<file path="src/list_update_event_coalescer_top_assert.svh">
// Assertion macros for the list update event coalescer.
`ifndef LIST_UPDATE_EVENT_COALESCER_TOP_ASSERT_SVH
`define LIST_UPDATE_EVENT_COALESCER_TOP_ASSERT_SVH

`ifndef SYNTHESIS

// Consequent must hold in the same cycle as the antecedent.
`define LUEC_ASSERT_NOW(label, clk, rst_n, ante, cons) \
	label: assert property (@(posedge clk) disable iff (!rst_n) (ante) |-> (cons)) \
		else $error("coalescer check failed");

// Consequent must hold in the cycle after the antecedent.
`define LUEC_ASSERT_NEXT(label, clk, rst_n, ante, cons) \
	label: assert property (@(posedge clk) disable iff (!rst_n) (ante) |=> (cons)) \
		else $error("coalescer check failed");

`else

`define LUEC_ASSERT_NOW(label, clk, rst_n, ante, cons)
`define LUEC_ASSERT_NEXT(label, clk, rst_n, ante, cons)

`endif

`endif

</file>
<file path="src/luec_pkg.sv">
`default_nettype none

package luec_pkg;

	localparam int POSITION_BITS_DEF = 16;

	// Operation codes on the input side
	localparam logic [2:0] OP_INSERT = 3'd0;
	localparam logic [2:0] OP_REMOVE = 3'd1;
	localparam logic [2:0] OP_MOVE   = 3'd2;
	localparam logic [2:0] OP_CHANGE = 3'd3;
	localparam logic [2:0] OP_FLUSH  = 3'd4;

	// Pending event kinds; the low two bits match the output kind
	localparam logic [2:0] KIND_INSERT = 3'd0;
	localparam logic [2:0] KIND_REMOVE = 3'd1;
	localparam logic [2:0] KIND_MOVE   = 3'd2;
	localparam logic [2:0] KIND_CHANGE = 3'd3;
	localparam logic [2:0] KIND_NONE   = 3'd4;

	typedef struct packed {
		logic [2:0]  operation;
		logic [15:0] position;
		logic [15:0] amount;
		logic [15:0] payload_tag;
	} req_t;

	typedef struct packed {
		logic [1:0]  event_kind;
		logic [15:0] event_position;
		logic [15:0] event_amount;
		logic [15:0] event_payload;
	} rsp_t;

endpackage

`default_nettype wire

</file>
<file path="src/list_update_event_coalescer_top.sv">
// List update event coalescer.
// Input channel (req_valid / req_stall / req) carries list edit events:
// insert, remove, move, change, or flush. One event is held pending; events
// that extend it are merged into it, any other valid event sends the pending
// event, if one is held, out on the result channel (rsp_valid / rsp_stall /
// rsp) and takes its place. A flush sends the pending event and leaves
// nothing pending; codes above flush are dropped. An item is captured in an
// input register, then the combinational merge logic compares it with the
// pending registers and loads the result register with any emitted event.
// Throughput is one item per cycle unless an emitting item waits on a stalled
// result: the input register drains whenever the result register is empty or
// being taken, or when the item does not emit. While rsp_stall is high the
// result holds; an item that merges still moves on, and req_stall rises only
// when an item that must emit is waiting. Reset clears the pending event to
// none and empties both registers. Positions and counts are POSITION_BITS
// wide internally; merged counts saturate at the largest value.
`default_nettype none

module list_update_event_coalescer_top #(
	parameter int POSITION_BITS = luec_pkg::POSITION_BITS_DEF
) (
	input  wire logic          clk,
	input  wire logic          arst_n,
	input  wire logic          req_valid,
	output logic               req_stall,
	input  wire luec_pkg::req_t req,
	output logic               rsp_valid,
	input  wire logic          rsp_stall,
	output luec_pkg::rsp_t     rsp
);

	localparam int SW = POSITION_BITS + 1;
	localparam logic [POSITION_BITS-1:0] CNT_MAX = {POSITION_BITS{1'b1}};

	// Input register
	logic                     valid_s1;
	logic [2:0]               op_s1;
	logic [POSITION_BITS-1:0] pos_s1;
	logic [POSITION_BITS-1:0] amt_s1;
	logic [15:0]              tag_s1;

	// Pending event
	logic [2:0]               pend_kind_q;
	logic [POSITION_BITS-1:0] pend_pos_q;
	logic [POSITION_BITS-1:0] pend_amt_q;
	logic [15:0]              pend_pay_q;

	logic                     out_valid_q;
	luec_pkg::rsp_t           out_q;

	logic [SW-1:0] pend_end, new_end, cnt_sum, chg_end, chg_len;
	logic [POSITION_BITS-1:0] chg_start, cnt_sat, len_sat;
	logic merge_ins, merge_rem, merge_chg, merged, op_ok, s1_emit, s1_fire, out_ready;
	logic s1_take;

	assign pend_end = {1'b0, pend_pos_q} + {1'b0, pend_amt_q};
	assign new_end  = {1'b0, pos_s1} + {1'b0, amt_s1};
	assign cnt_sum  = {1'b0, pend_amt_q} + {1'b0, amt_s1};
	assign cnt_sat  = cnt_sum[SW-1] ? CNT_MAX : cnt_sum[POSITION_BITS-1:0];

	assign chg_start = (pos_s1 < pend_pos_q) ? pos_s1 : pend_pos_q;
	assign chg_end   = (new_end > pend_end) ? new_end : pend_end;
	assign chg_len   = chg_end - {1'b0, chg_start};
	assign len_sat   = chg_len[SW-1] ? CNT_MAX : chg_len[POSITION_BITS-1:0];

	assign merge_ins = (op_s1 == luec_pkg::OP_INSERT) && (pend_kind_q == luec_pkg::KIND_INSERT)
		&& (pos_s1 >= pend_pos_q) && ({1'b0, pos_s1} <= pend_end);
	assign merge_rem = (op_s1 == luec_pkg::OP_REMOVE) && (pend_kind_q == luec_pkg::KIND_REMOVE)
		&& (pend_pos_q >= pos_s1) && ({1'b0, pend_pos_q} <= new_end);
	assign merge_chg = (op_s1 == luec_pkg::OP_CHANGE) && (pend_kind_q == luec_pkg::KIND_CHANGE)
		&& ({1'b0, pos_s1} <= pend_end) && (new_end >= {1'b0, pend_pos_q})
		&& (tag_s1 == pend_pay_q);
	assign merged = merge_ins || merge_rem || merge_chg;

	// Codes above flush are dropped with no effect
	assign op_ok   = (op_s1 <= luec_pkg::OP_FLUSH);
	assign s1_emit = op_ok && !merged && (pend_kind_q != luec_pkg::KIND_NONE);

	assign out_ready = !out_valid_q || !rsp_stall;
	assign s1_fire   = valid_s1 && (!s1_emit || out_ready);
	assign s1_take   = !valid_s1 || s1_fire;
	assign req_stall = !s1_take;

	assign rsp_valid = out_valid_q;
	assign rsp       = out_q;

	always_ff @(posedge clk or negedge arst_n) begin
		if (!arst_n) begin
			valid_s1 <= 1'b0;
		end else if (s1_take) begin
			valid_s1 <= req_valid;
		end
	end

	always_ff @(posedge clk) begin
		if (s1_take && req_valid) begin
			op_s1  <= req.operation;
			pos_s1 <= POSITION_BITS'(req.position);
			amt_s1 <= POSITION_BITS'(req.amount);
			tag_s1 <= req.payload_tag;
		end
	end

	always_ff @(posedge clk or negedge arst_n) begin
		if (!arst_n) begin
			pend_kind_q <= luec_pkg::KIND_NONE;
			pend_pos_q  <= '0;
			pend_amt_q  <= '0;
			pend_pay_q  <= '0;
		end else if (s1_fire && op_ok) begin
			if (merge_ins) begin
				pend_amt_q <= cnt_sat;
			end else if (merge_rem) begin
				pend_amt_q <= cnt_sat;
				pend_pos_q <= pos_s1;
			end else if (merge_chg) begin
				pend_pos_q <= chg_start;
				pend_amt_q <= len_sat;
			end else if (op_s1 == luec_pkg::OP_FLUSH) begin
				pend_kind_q <= luec_pkg::KIND_NONE;
				pend_pos_q  <= '0;
				pend_amt_q  <= '0;
				pend_pay_q  <= '0;
			end else begin
				pend_kind_q <= op_s1;
				pend_pos_q  <= pos_s1;
				pend_amt_q  <= amt_s1;
				pend_pay_q  <= (op_s1 == luec_pkg::OP_CHANGE) ? tag_s1 : 16'd0;
			end
		end
	end

	always_ff @(posedge clk or negedge arst_n) begin
		if (!arst_n) begin
			out_valid_q <= 1'b0;
		end else if (s1_fire && s1_emit) begin
			out_valid_q <= 1'b1;
		end else if (!rsp_stall) begin
			out_valid_q <= 1'b0;
		end
	end

	always_ff @(posedge clk) begin
		if (s1_fire && s1_emit) begin
			out_q.event_kind     <= pend_kind_q[1:0];
			out_q.event_position <= 16'(pend_pos_q);
			out_q.event_amount   <= 16'(pend_amt_q);
			out_q.event_payload  <= pend_pay_q;
		end
	end

`include "list_update_event_coalescer_top_assert.svh"

	`LUEC_ASSERT_NOW(a_pay_zero, clk, arst_n,
		pend_kind_q != luec_pkg::KIND_CHANGE, pend_pay_q == 16'd0)
	`LUEC_ASSERT_NOW(a_no_overrun, clk, arst_n,
		out_valid_q && rsp_stall, !(s1_fire && s1_emit))
	`LUEC_ASSERT_NEXT(a_flush_clears, clk, arst_n,
		s1_fire && op_s1 == luec_pkg::OP_FLUSH, pend_kind_q == luec_pkg::KIND_NONE)

endmodule

`default_nettype wire
</file>
<file path="config.mk">
export PLATFORM = sky130hd
export DESIGN_NAME = list_update_event_coalescer_top
export DESIGN_NICKNAME = d
export VERILOG_FILES = /design/src/luec_pkg.sv /design/src/list_update_event_coalescer_top.sv
export VERILOG_INCLUDE_DIRS = /design/src /design/src/src
export SDC_FILE = /design/constraint.sdc
export NUM_CORES = 1
export LEC_CHECK = 0
export ABC_CLOCK_PERIOD_IN_PS = 20300
export BUFFER_PORTS_ARGS = -buffer_cell sky130_fd_sc_hd__clkbuf_2
export CAP_MARGIN = 20
export CORE_MARGIN = 4
export CORE_UTILIZATION = 45
export CTS_CLUSTER_DIAMETER = 100
export DETAILED_ROUTE_END_ITERATION = 7
export PLACE_DENSITY = 0.74
export SYNTH_ARGS = -nofsm -noshare
export SYNTH_HDL_FRONTEND = slang
export SYNTH_SLANG_ARGS = --single-unit
</file>
<file path="constraint.sdc">
create_clock -name clk -period 20.3 [get_ports clk]
set_input_delay 3.045 -clock clk [delete_from_list [all_inputs] [get_ports clk]]
set_output_delay 3.045 -clock clk [all_outputs]
set_load 0.005 [all_outputs]
</file>
# After elaboration in Yosys (flattened, before gate mapping)

Index checks and enable logic that the tools add are counted.

Flip-flop bits (word level): 154
Input port bits: 55
Output and inout port bits: 52

Muxes and demuxes: 16
$add $sub $neg: 4
Bitwise logic cells: 3
Reduce and logical (&&, ||, !) cells: 31
Eq/ne operators: 8
Order comparisons: 8

Operator list:

| operator             | number |
|---|---|
| $mux W16             | 12 |
| $add A16 B16 Y17     | 3 |
| $le A16 B17 Y1       | 2 |
| $ge A16 B16 Y1       | 2 |
| $ge A17 B16 Y1       | 1 |
| $gt A17 B17 Y1       | 1 |
| $mux W17             | 1 |
| $sub A17 B16 Y17     | 1 |
| $eq A16 B16 Y1       | 1 |
| $logic_and A1 B1 Y1  | 16 |
| $lt A16 B16 Y1       | 1 |
| $eq A3 B1 Y1 const B | 2 |
| $eq A3 B2 Y1 const B | 2 |
| $logic_not A1 Y1     | 6 |
| $logic_not A3 Y1     | 2 |
| $logic_or A1 B1 Y1   | 5 |
| $reduce_and A4 Y1    | 1 |
| $eq A3 B3 Y1 const B | 1 |
| $le A3 B3 Y1 const B | 1 |
| $mux W3              | 1 |
| $ne A3 B3 Y1 const B | 1 |
| $not A1 Y1           | 3 |
| $mux W1              | 2 |
| $ne A2 B1 Y1 const B | 1 |
| $reduce_and A2 Y1    | 1 |

# Logic depth before layout (Yosys ltp)

Gate-level depths: netlist of the first run.

Word-level depth: 14
Mapped depth: 36
Mapped depth without buffers: 35

# Worst setup path before layout of the first run

OpenSTA, ideal clock, no wires.

Path type: register to output
Start: register pos_s1[1]
End: output req_stall
Slack: 12.421 ns
Data required time: 17.255 ns
Data arrival time: 4.834 ns
Cell stages (with the launch flop): 21
Cell sequence: edfxtp_1 > ha_1 > a21o_1 > a21oi_1 > nor2b_1 > o211ai_1 > nand2_1 > a41o_1 > o41a_1 > xor2_1 > ha_1 > nand4_1 > nor4_1 > a2111o_1 > a221o_1 > or4_1 > and3_1 > nor2_2 > a22oi_4 > or3_1 > nor2_1

Longest elaborated chain between the ends: 13
Elaborated cells on any way between the ends: 23

Ends and longest elaborated chain:

| what                                                      | line                                                                                                                | source |
|---|---|---|
| start, declared                                           | list_update_event_coalescer_top.sv:38                                                                               | `logic [POSITION_BITS-1:0] pos_s1;` |
| start signal, assigned                                    | list_update_event_coalescer_top.sv:98                                                                               | `pos_s1 <= POSITION_BITS'(req.position);` |
| $add A16 B16 Y17, or another cell as far along            | list_update_event_coalescer_top.sv:57                                                                               | `assign new_end = {1'b0, pos_s1} + {1'b0, amt_s1};` |
| $le A16 B17 Y1, or another cell as far along              | list_update_event_coalescer_top.sv:69                                                                               | `&& (pend_pos_q >= pos_s1) && ({1'b0, pend_pos_q} <= new_end);` |
| $logic_and A1 B1 Y1 (on tied branches)                    | list_update_event_coalescer_top.sv:69, list_update_event_coalescer_top.sv:67, list_update_event_coalescer_top.sv:71 |  |
| $logic_or A1 B1 Y1 or $logic_and A1 B1 Y1 (tied branches) | list_update_event_coalescer_top.sv:73, list_update_event_coalescer_top.sv:72                                        |  |
| $logic_or A1 B1 Y1 (*)                                    | list_update_event_coalescer_top.sv:73                                                                               | `assign merged = merge_ins \|\| merge_rem \|\| merge_chg;` |
| $logic_not A1 Y1 (*)                                      | list_update_event_coalescer_top.sv:77                                                                               | `assign s1_emit = op_ok && !merged && (pend_kind_q != luec_pkg::KIND_NONE);` |
| $logic_and A1 B1 Y1 (*) (2 in a row)                      | list_update_event_coalescer_top.sv:77                                                                               |  |
| $logic_not A1 Y1 (*)                                      | list_update_event_coalescer_top.sv:80                                                                               | `assign s1_fire = valid_s1 && (!s1_emit \|\| out_ready);` |
| $logic_or A1 B1 Y1 (*)                                    | list_update_event_coalescer_top.sv:80                                                                               |  |
| $logic_and A1 B1 Y1 (*)                                   | list_update_event_coalescer_top.sv:80                                                                               |  |
| $logic_or A1 B1 Y1 (*)                                    | list_update_event_coalescer_top.sv:81                                                                               | `assign s1_take = !valid_s1 \|\| s1_fire;` |
| $logic_not A1 Y1 (*)                                      | list_update_event_coalescer_top.sv:82                                                                               | `assign req_stall = !s1_take;` |
| end, declared                                             | list_update_event_coalescer_top.sv:25                                                                               | `output logic req_stall,` |

Every way passes the cells marked *; elsewhere a longest branch is shown, timed or not.

# Worst setup path after layout of the first run

Same ends and word-level chain as after synthesis.

==> results of run 1 <==
## where the power goes
part           leakage [nW]  internal (mW)  switching, mW
logic                  3.45          0.571          0.792
clock network         0.284          0.166          0.157
registers              1.64          0.401         0.0635
## worst max-delay path: cells and delay by family, from the launching register on
family	cells	cell delay, ns
buffers and inverters	2	0.39
XOR/XNOR	1	0.29
adder cells (fa/ha/maj)	2	0.64
AO/OA/AOI/OAI	9	2.19
flip-flops	1	0.46
AND/OR/NAND/NOR	8	1.90
## worst paths after layout
| path | start | endpoint | slack, ns | cells after the start |
|---|---|---|---|---|
| max reg2reg | pend_amt_q[1] | pend_amt_q[15] | 11.86 | 34 |
| min | pend_pay_q[11] | rsp[11] | 0.49 | 0 |
| max in group asynchronous | arst_n | pend_pos_q[7] | 17.07 | 2 |
| max | pos_s1[1] | req_stall | 10.93 | 22 |
| min reg2reg | pend_pay_q[11] | rsp[11] | 0.49 | 0 |
| min in group asynchronous | arst_n | pend_pay_q[0] | 2.74 | 2 |
## cells by family (layout without fill, tap and decap cells)
kind of cell,Yosys count,count (layout)
compound gates,285,285
xor+xnor,68,68
mux,37,37
flops,154,154
fa+ha+maj,130,130
buf+inv,76,200
simple gates,292,292
## synthesized netlist by cell type, drive strengths merged, types with 3 or more instances
cell type and number:
o211ai 8, nand4 11, ha 126, mux2i 17, and3 6, inv 51
nand2 101, a221o 3, o31ai 17, and4 3, a21bo 3, nor2b 14
o21ai 82, nand3 16, fa 4, o41ai 3, xnor2 39, xor2 27
o31a 4, a211oi 7, nor2 67, nor3b 4, o21bai 4, or3 6
dfrtp 52, clkbuf 17, or4 5, buf 8, or2 8, mux2 20
edfxtp 101, nor3 28, a21o 35, and2 5, a31oi 5, o21a 23
nand2b 7, a21oi 69, nor4 7
## layout make-up
cell class              count  area, sq um
multi-input cells         812         5960
clock buffers              17          425
flip-flops and latches    154         4360
inverters                  51          191
clock inverters            15          169
fillers                  2026        10800
well taps                 313          392
repair buffers            117          621
## stage by stage
| step | utilization, % | instances |
|---|---|---|
| 2_1_floorplan | - | 1042 |
| 3_3_place_gp | 50.2 | 1446 |
| 3_5_place_dp | 50.2 | 1446 |
| 4_1_cts | 52.8 | 1478 |
| 5_1_grt | 52.9 | 1479 |
| 6_report | 52.9 | 1479 |
## state kept, by name, indices dropped and copies added (netlist names)
register,cells
tag_s1,16
rsp,50
op_s1,3
rsp_valid,1
valid_s1,1
pos_s1,16
amt_s1,16
pend_kind_q,3
pend_pos_q,16
pend_pay_q,16
pend_amt_q,16
## per-layer routing
metal	share of wire [%]	vias up
met5	0.032	-
met4	2.8	2
met3	6.6	43
met2	43	273
met1	48	3935
li1	-	4099
==> results by group, run 1 <==
Drt
  • Vias/cell: 5.65
  • DR vias: ~8.4k
  • Final ANT Viol Nets: 0
  • First drt pass iteration count: 5
  • DRC: 0
  • Initial DRC count: between 500 and 600
  • Routed length per instance: roughly 19 microns
  • Final WL: between 20000 and 30000 microns

Floorplan
  • IO Pins: about 110
  • Starting density of the core: 46.2%
  • Die ar.: 26100 sq um
  • Die Wd: about 160 microns
  • Chip Height: around 160 microns
  • # rows: 55
  • Core box area: ~23000 sq um

Worst setup path
  • Crit Path Class: flop to output pin
  • Critical path, cell by cell: ha_1, a21o_1, a21oi_1, nor2b_1, o211ai_1, nand2_1, a41o_1, o41a_1, xor2_1, ha_1, nand4_1, nor4_1, a2111o_1, a221o_1, or4_1, o2111ai_2, and2_1, a22oi_4, buf_4, or3_1, nor2_1, clkbuf_2
  • CP max FO: 19
  • Crit. End Element: output pin
  • Worst setup SP type: flop
  • CP max stage delay: around 0.54 ns
  • CP Data Required Time: between 15 and 20 ns
  • CP most frequent cell: ha_1
  • Crit-path slowest cell: or4_1
  • Critical path data arrival time: approximately 6.3 ns

GRT
  • All-Layer GR Usage: 21.5%
  • M3 GR Usage: between 3 and 4%
  • GR Util met1: 31.6%
  • GRT met2 Usage: about a third
  • Initial antenna violation count: 1
  • Largest net degree at the start of global routing: 54
  • GR peak layer: met2
  • First-pass GRT wire length: between 40000 and 50000 microns
  • Vias in the first global route: approximately 8.1k
  • Grt total ovfl: 0

Pwr
  • Total power: 2.15 mW
  • Leakage power total: 5.38 nW
  • Max VDD drop: between 100 and 150 uV
  • PD cells: roughly 180 nW/um^2

Synth
  • FFs w/ async S/R, synth: 34.4%
  • Yosys top cell area share: ~29%
  • EDFF count, synth: between 100 and 150
  • XOR/XNOR Fraction of Synth Area: around 6%
  • Post-synth top area cell: edfxtp_1
  • Count of cell types in the netlist: 73
  • Register area share after synthesis: 41.1%
  • Yosys reg bits: around 150
  • Synth top area cells: edfxtp_1 (29%), ha_1 (15%), dfrtp_1 (12%)
  • Post-Synth Adder-Cell Area: between 10% and 20%
  • Synth Area in Simple Gates: a little over an eighth
  • Yosys synthesis warning count: 0
  • Synthesized instance count: 1042
  • Compound-Gate Fraction of Synth Area: roughly 18%
  • Syn nets: ~1.2k
  • Post-Syn Area: roughly 11000 sq um
  • Multiplexer area fraction after synthesis: under 10%
  • Largest family of logic cells by synthesized area: compound AO/OA/AOI/OAI gates
  • Syn avg cell area: 10.2 sq um
  • Ys flop type: edfxtp_1

Timing
  • Worst slew pin tran: 0.834 ns
  • Final setup viols: 0
  • Fin crit share: between 40% and 50%
  • Clock skew: 0.0111 ns
  • Final hold violation count: 0
  • Min cycle time layout: between 9 and 10 ns
  • Max Fclk: ~0.11 GHz
  • Hold_ws: just under 0.5 ns
  • Slew HR: 44.4%
  • Unrepaired setup endpoints after global routing: false
  • Fin worst setup slack: ~11 ns
  • Final TNS setup: 0 ns
  • Max-slew violations: 0

Cells and area
  • Final #Nets: ~1.3k
  • Layout cells sized above 1: 15.8%
  • # diodes: 0
  • Post-route cell area: 12100 sq um
  • Most frequent cells in the layout: ha_1 (126), clkbuf_2 (106), nand2_1 (101), edfxtp_1 (101), a21oi_1 (67)
  • Most common cell after layout, fill and taps aside: ha_1
  • Area grow syn2layout: 14.3%

Placement
  • Hpwl dp: ~22000 microns
  • IO Port Bufs: about 110
  • Worst slack, placed: around 11 ns
  • Cell Area, Placed: about 12000 sq um
  • Final RePlAce weighted congestion: 1.04

Clocking
  • Clock latency at the later pin of the worst-skew pair: 0.44 ns
  • Worst-path clk slew: around 0.070 ns
  • CTS H-Tree Depth: 4
  • TritonCTS clock tree: built
  • # resized after CTS: 0
  • CTS Hold Buffers Added: 0
  • Total CTS buffers: 17
  • CTS root buf: clkbuf_16
  • Clock Sinks: 154
  • CTS max path bufs: 2
  • Post-CTS Setup Bufs: 0

Hold path
  • Worst hold path type: flop to flop

Outcome
  • Status: completed

Run
  • Max-cap violation count: 0
No activity file was read; power rests on OpenSTA's default activity.
==> run 2: changes to the inputs <==
--- a/config.mk
+++ b/config.mk
@@ -6,14 +6,14 @@
 export SDC_FILE = /design/constraint.sdc
 export NUM_CORES = 1
 export LEC_CHECK = 0
-export ABC_CLOCK_PERIOD_IN_PS = 20300
+export ABC_CLOCK_PERIOD_IN_PS = 8400
 export BUFFER_PORTS_ARGS = -buffer_cell sky130_fd_sc_hd__clkbuf_2
 export CAP_MARGIN = 20
 export CORE_MARGIN = 4
 export CORE_UTILIZATION = 45
 export CTS_CLUSTER_DIAMETER = 100
 export DETAILED_ROUTE_END_ITERATION = 7
-export PLACE_DENSITY = 0.74
+export PLACE_DENSITY = 0.76
 export SYNTH_ARGS = -nofsm -noshare
 export SYNTH_HDL_FRONTEND = slang
 export SYNTH_SLANG_ARGS = --single-unit
==> constraint.sdc (replaced) <==
create_clock -name clk -period 8.4 [get_ports clk]
set_input_delay 1.26 -clock clk [delete_from_list [all_inputs] [get_ports clk]]
set_output_delay 1.26 -clock clk [all_outputs]
set_load 0.005 [all_outputs]
==> run 2 against run 1 <==
Sequential power grew 140%. Clock-buffer cell count is the same. Via count grew 1.7%. Clock power grew 140%. Combinational power grew 140%. Die area is the same. Largest power group unchanged.
==> results by group, run 2 (synthesized netlist as in run 1, its figures left out) <==
Cells and area
  • Post-route cell area: 12100 sq um (about the same)
  • Layout cells sized above 1: 16.0% (was 15.8%)
  • Area grow syn2layout: 14.6% (was 14.3%)
  • Most frequent cells in the layout: ha_1 (126), clkbuf_2 (106), nand2_1 (101), edfxtp_1 (101), a21oi_1 (67) (unchanged)
  • # diodes: 0 (unchanged)
  • Final #Nets: 1339 (was 1338)
  • Fillers: 2007 (was 2026)
  • Most common cell after layout, fill and taps aside: ha_1 (unchanged)
  • Number of flip-flops in the largest register: 50 (unchanged)

Clocking
  • CTS Hold Buffers Added: 0 (unchanged)
  • CTS max path bufs: 2 (unchanged)
  • Post-CTS Setup Bufs: 0 (unchanged)
  • CTS root buf: clkbuf_16 (unchanged)
  • CTS H-Tree Depth: 4 (unchanged)
  • TritonCTS clock tree: built (unchanged)
  • # resized after CTS: 0 (unchanged)
  • Total CTS buffers: 17 (unchanged)
  • Worst-path clk slew: 0.07 ns (about the same)
  • Clock Sinks: 154 (unchanged)
  • Clock latency at the later pin of the worst-skew pair: 0.44 ns (about the same)

Timing
  • Max-slew violations: 0 (unchanged)
  • Slew HR: 34.0% (was 44.4%)
  • Final TNS setup: 0 ns (unchanged)
  • Final hold violation count: 0 (unchanged)
  • Min cycle time layout: 7.75 ns
  • Max Fclk: roughly 0.13 GHz
  • Clock skew: 0.0105 ns (was 0.0111 ns)
  • Worst slew pin tran: 0.976 ns (was 0.834 ns)
  • Fin crit share: just over 90%
  • Final setup viols: 0 (unchanged)
  • Hold_ws: 0.500 ns (was 0.494 ns)
  • Unrepaired setup endpoints after global routing: false (unchanged)

Worst setup path
  • CP max stage delay: 0.45 ns (was 0.54 ns)
  • CP max FO: 16 (was 19)
  • FF-to-FF End: pend_amt_q[0] (was pend_amt_q[15])
  • Crit-path slowest cell: edfxtp_1 (was or4_1)
  • Critical path data arrival time: 8.06 ns (was 6.33 ns)
  • CP Data Required Time: 8.70 ns (was 17.26 ns)
  • Crit. End Element: flop (was output pin)
  • RR Startpoint: amt_s1[1] (was pend_amt_q[1])
  • R2R setup slack: 0.65 ns (was 11.86 ns)
  • Worst setup SP type: flop (unchanged)
  • Crit path launch: amt_s1[1] (was pos_s1[1])
  • Crit Path Class: flop to flop (was flop to output pin)
  • Worst R2R Path Depth: 36 (was 34)

GRT
  • Largest net degree at the start of global routing: 54 (unchanged)
  • First-pass GRT wire length: 44300 microns (was 43900 microns)
  • Grt total ovfl: 0 (unchanged)
  • Initial antenna violation count: 0 (was 1)
  • Vias in the first global route: 8212 (was 8132)
  • All-Layer GR Usage: 21.6% (was 21.5%)

Drt
  • Routed length per instance: 18.7 microns (was 18.8 microns)
  • Vias/cell: 5.74 (was 5.65)
  • DR vias: 8498 (was 8352)
  • DRC: 0 (unchanged)
  • Final ANT Viol Nets: 0 (unchanged)
  • Initial DRC count: 815 (was 541)
  • First drt pass iteration count: 5 (unchanged)
  • Final WL: 27700 microns (was 27800 microns)

Hold path
  • Hold_sp: pend_pay_q[15] (was pend_pay_q[11])
  • Worst Hold Path Cells: 0 (unchanged)
  • Worst hold path type: flop to flop (unchanged)
  • Hold Crit Endpoint: rsp[15] (was rsp[11])

Pwr
  • Sequential power share: 21.3% (was 21.6%)
  • Int Power: 2.77 mW (was 1.14 mW)
  • Max VDD drop: 229 uV (was 130 uV)
  • Clock power frac: 15.1% (was 15.0%)
  • PD cells: 432 nW/um^2 (was 178 nW/um^2)
  • Gate power share: 63.6% (was 63.4%)
  • Net switching power: 2.47 mW (was 1.01 mW)
  • Leakage power total: 5.39 nW (was 5.38 nW)
  • Net Sw Frac: 47.2% (was 47.1%)

Placement
  • Final RePlAce weighted congestion: 0.994 (was 1.04)
  • IO Port Bufs: 106 (unchanged)
  • Cell Area, Placed: 11500 sq um (about the same)
  • Hpwl dp: 21500 microns (was 21700 microns)

Floorplan
  • # rows: 55 (unchanged)
  • Chip Height: 161 microns (unchanged)
  • Core box area: 22900 sq um (unchanged)
  • IO Pins: 107 (unchanged)
  • Die Wd: 161 microns (unchanged)
  • Die ar.: 26100 sq um (unchanged)
  • Starting density of the core: 46.2% (unchanged)

Run
  • Max-cap violation count: 0 (unchanged)

Outcome
  • Status: completed (unchanged)
==> run 2: changes by cell type in the layout (fill, tap and decap cells not counted), sizes merged <==
cell and delta:
buf +1, clkinvlp -2, clkinv +1, inv +1
==> run 2: metal layers <==
| layer | wire length [microns] | vias up | share of wire (%) | track usage [%] |
|---|---|---|---|---|
| li1 | - | 4116 | - | - |
| met1 | 12600 | 4087 | 46 | 30.5 |
| met2 | 12500 | 259 | 45 | 34.0 |
| met3 | 1990 | 36 | 7.2 | 3.85 |
| met4 | 576 | 0 | 2.1 | 6.67 |
| met5 | 0 | - | 0 | 0 |
==> run 2: through the flow <==
stage / std cells / worst slack, ns / power [mW] / utilization, %
after floorplan: 1042 / 0.799 / 3.55 / -
after global placement: 1448 / 0.623 / 4.31 / 50.3
after detailed placement: 1448 / 0.438 / 4.35 / 50.3
after CTS: 1480 / 0.400 / 5.18 / 52.9
after global routing: 1480 / 0.00138 / 5.67 / 53.0
final: 1480 / 0.648 / 5.24 / 53.0
==> run 2: worst max path at each step <==
stage                      to  slack (ns)
6_report        pend_amt_q[0]        0.65
5_1_grt         pend_amt_q[1]       0.001
2_1_floorplan          rsp[0]        0.80
3_3_place_gp   pend_amt_q[15]        0.62
3_5_place_dp    pend_amt_q[1]        0.44
4_1_cts         pend_amt_q[0]        0.40
==> run 2: critical path: cells and delay by family (launching register included) <==
| kind | cells | cell delay, ns |
|---|---|---|
| simple gates | 8 | 1.06 |
| fa+ha+maj | 4 | 1.17 |
| compound gates | 19 | 4.20 |
| xor+xnor | 2 | 0.36 |
| buf+inv | 3 | 0.36 |
| flops | 1 | 0.45 |
==> run 2: power groups by stage <==
stage	clock network [mW]	registers, mW	logic, mW
after CTS	0.803	1.11	3.27
after detailed placement	0	1.12	3.23
after floorplan	0	1.08	2.48
after global routing	0.840	1.13	3.70
final	0.789	1.12	3.33
after global placement	0	1.12	3.19
==> run 2: cell type report <==
cell class | count | area [sq um] | area share [%]
Multi-Input combinational cell | 812 | 5960 | 49.1
Sequential cell | 154 | 4360 | 35.9
Timing Repair Buffer | 118 | 621 | 5.11
Clock buffer | 17 | 425 | 3.50
Tap cell | 313 | 392 | 3.23
Inverter | 51 | 191 | 1.58
Clock inverter | 15 | 186 | 1.54
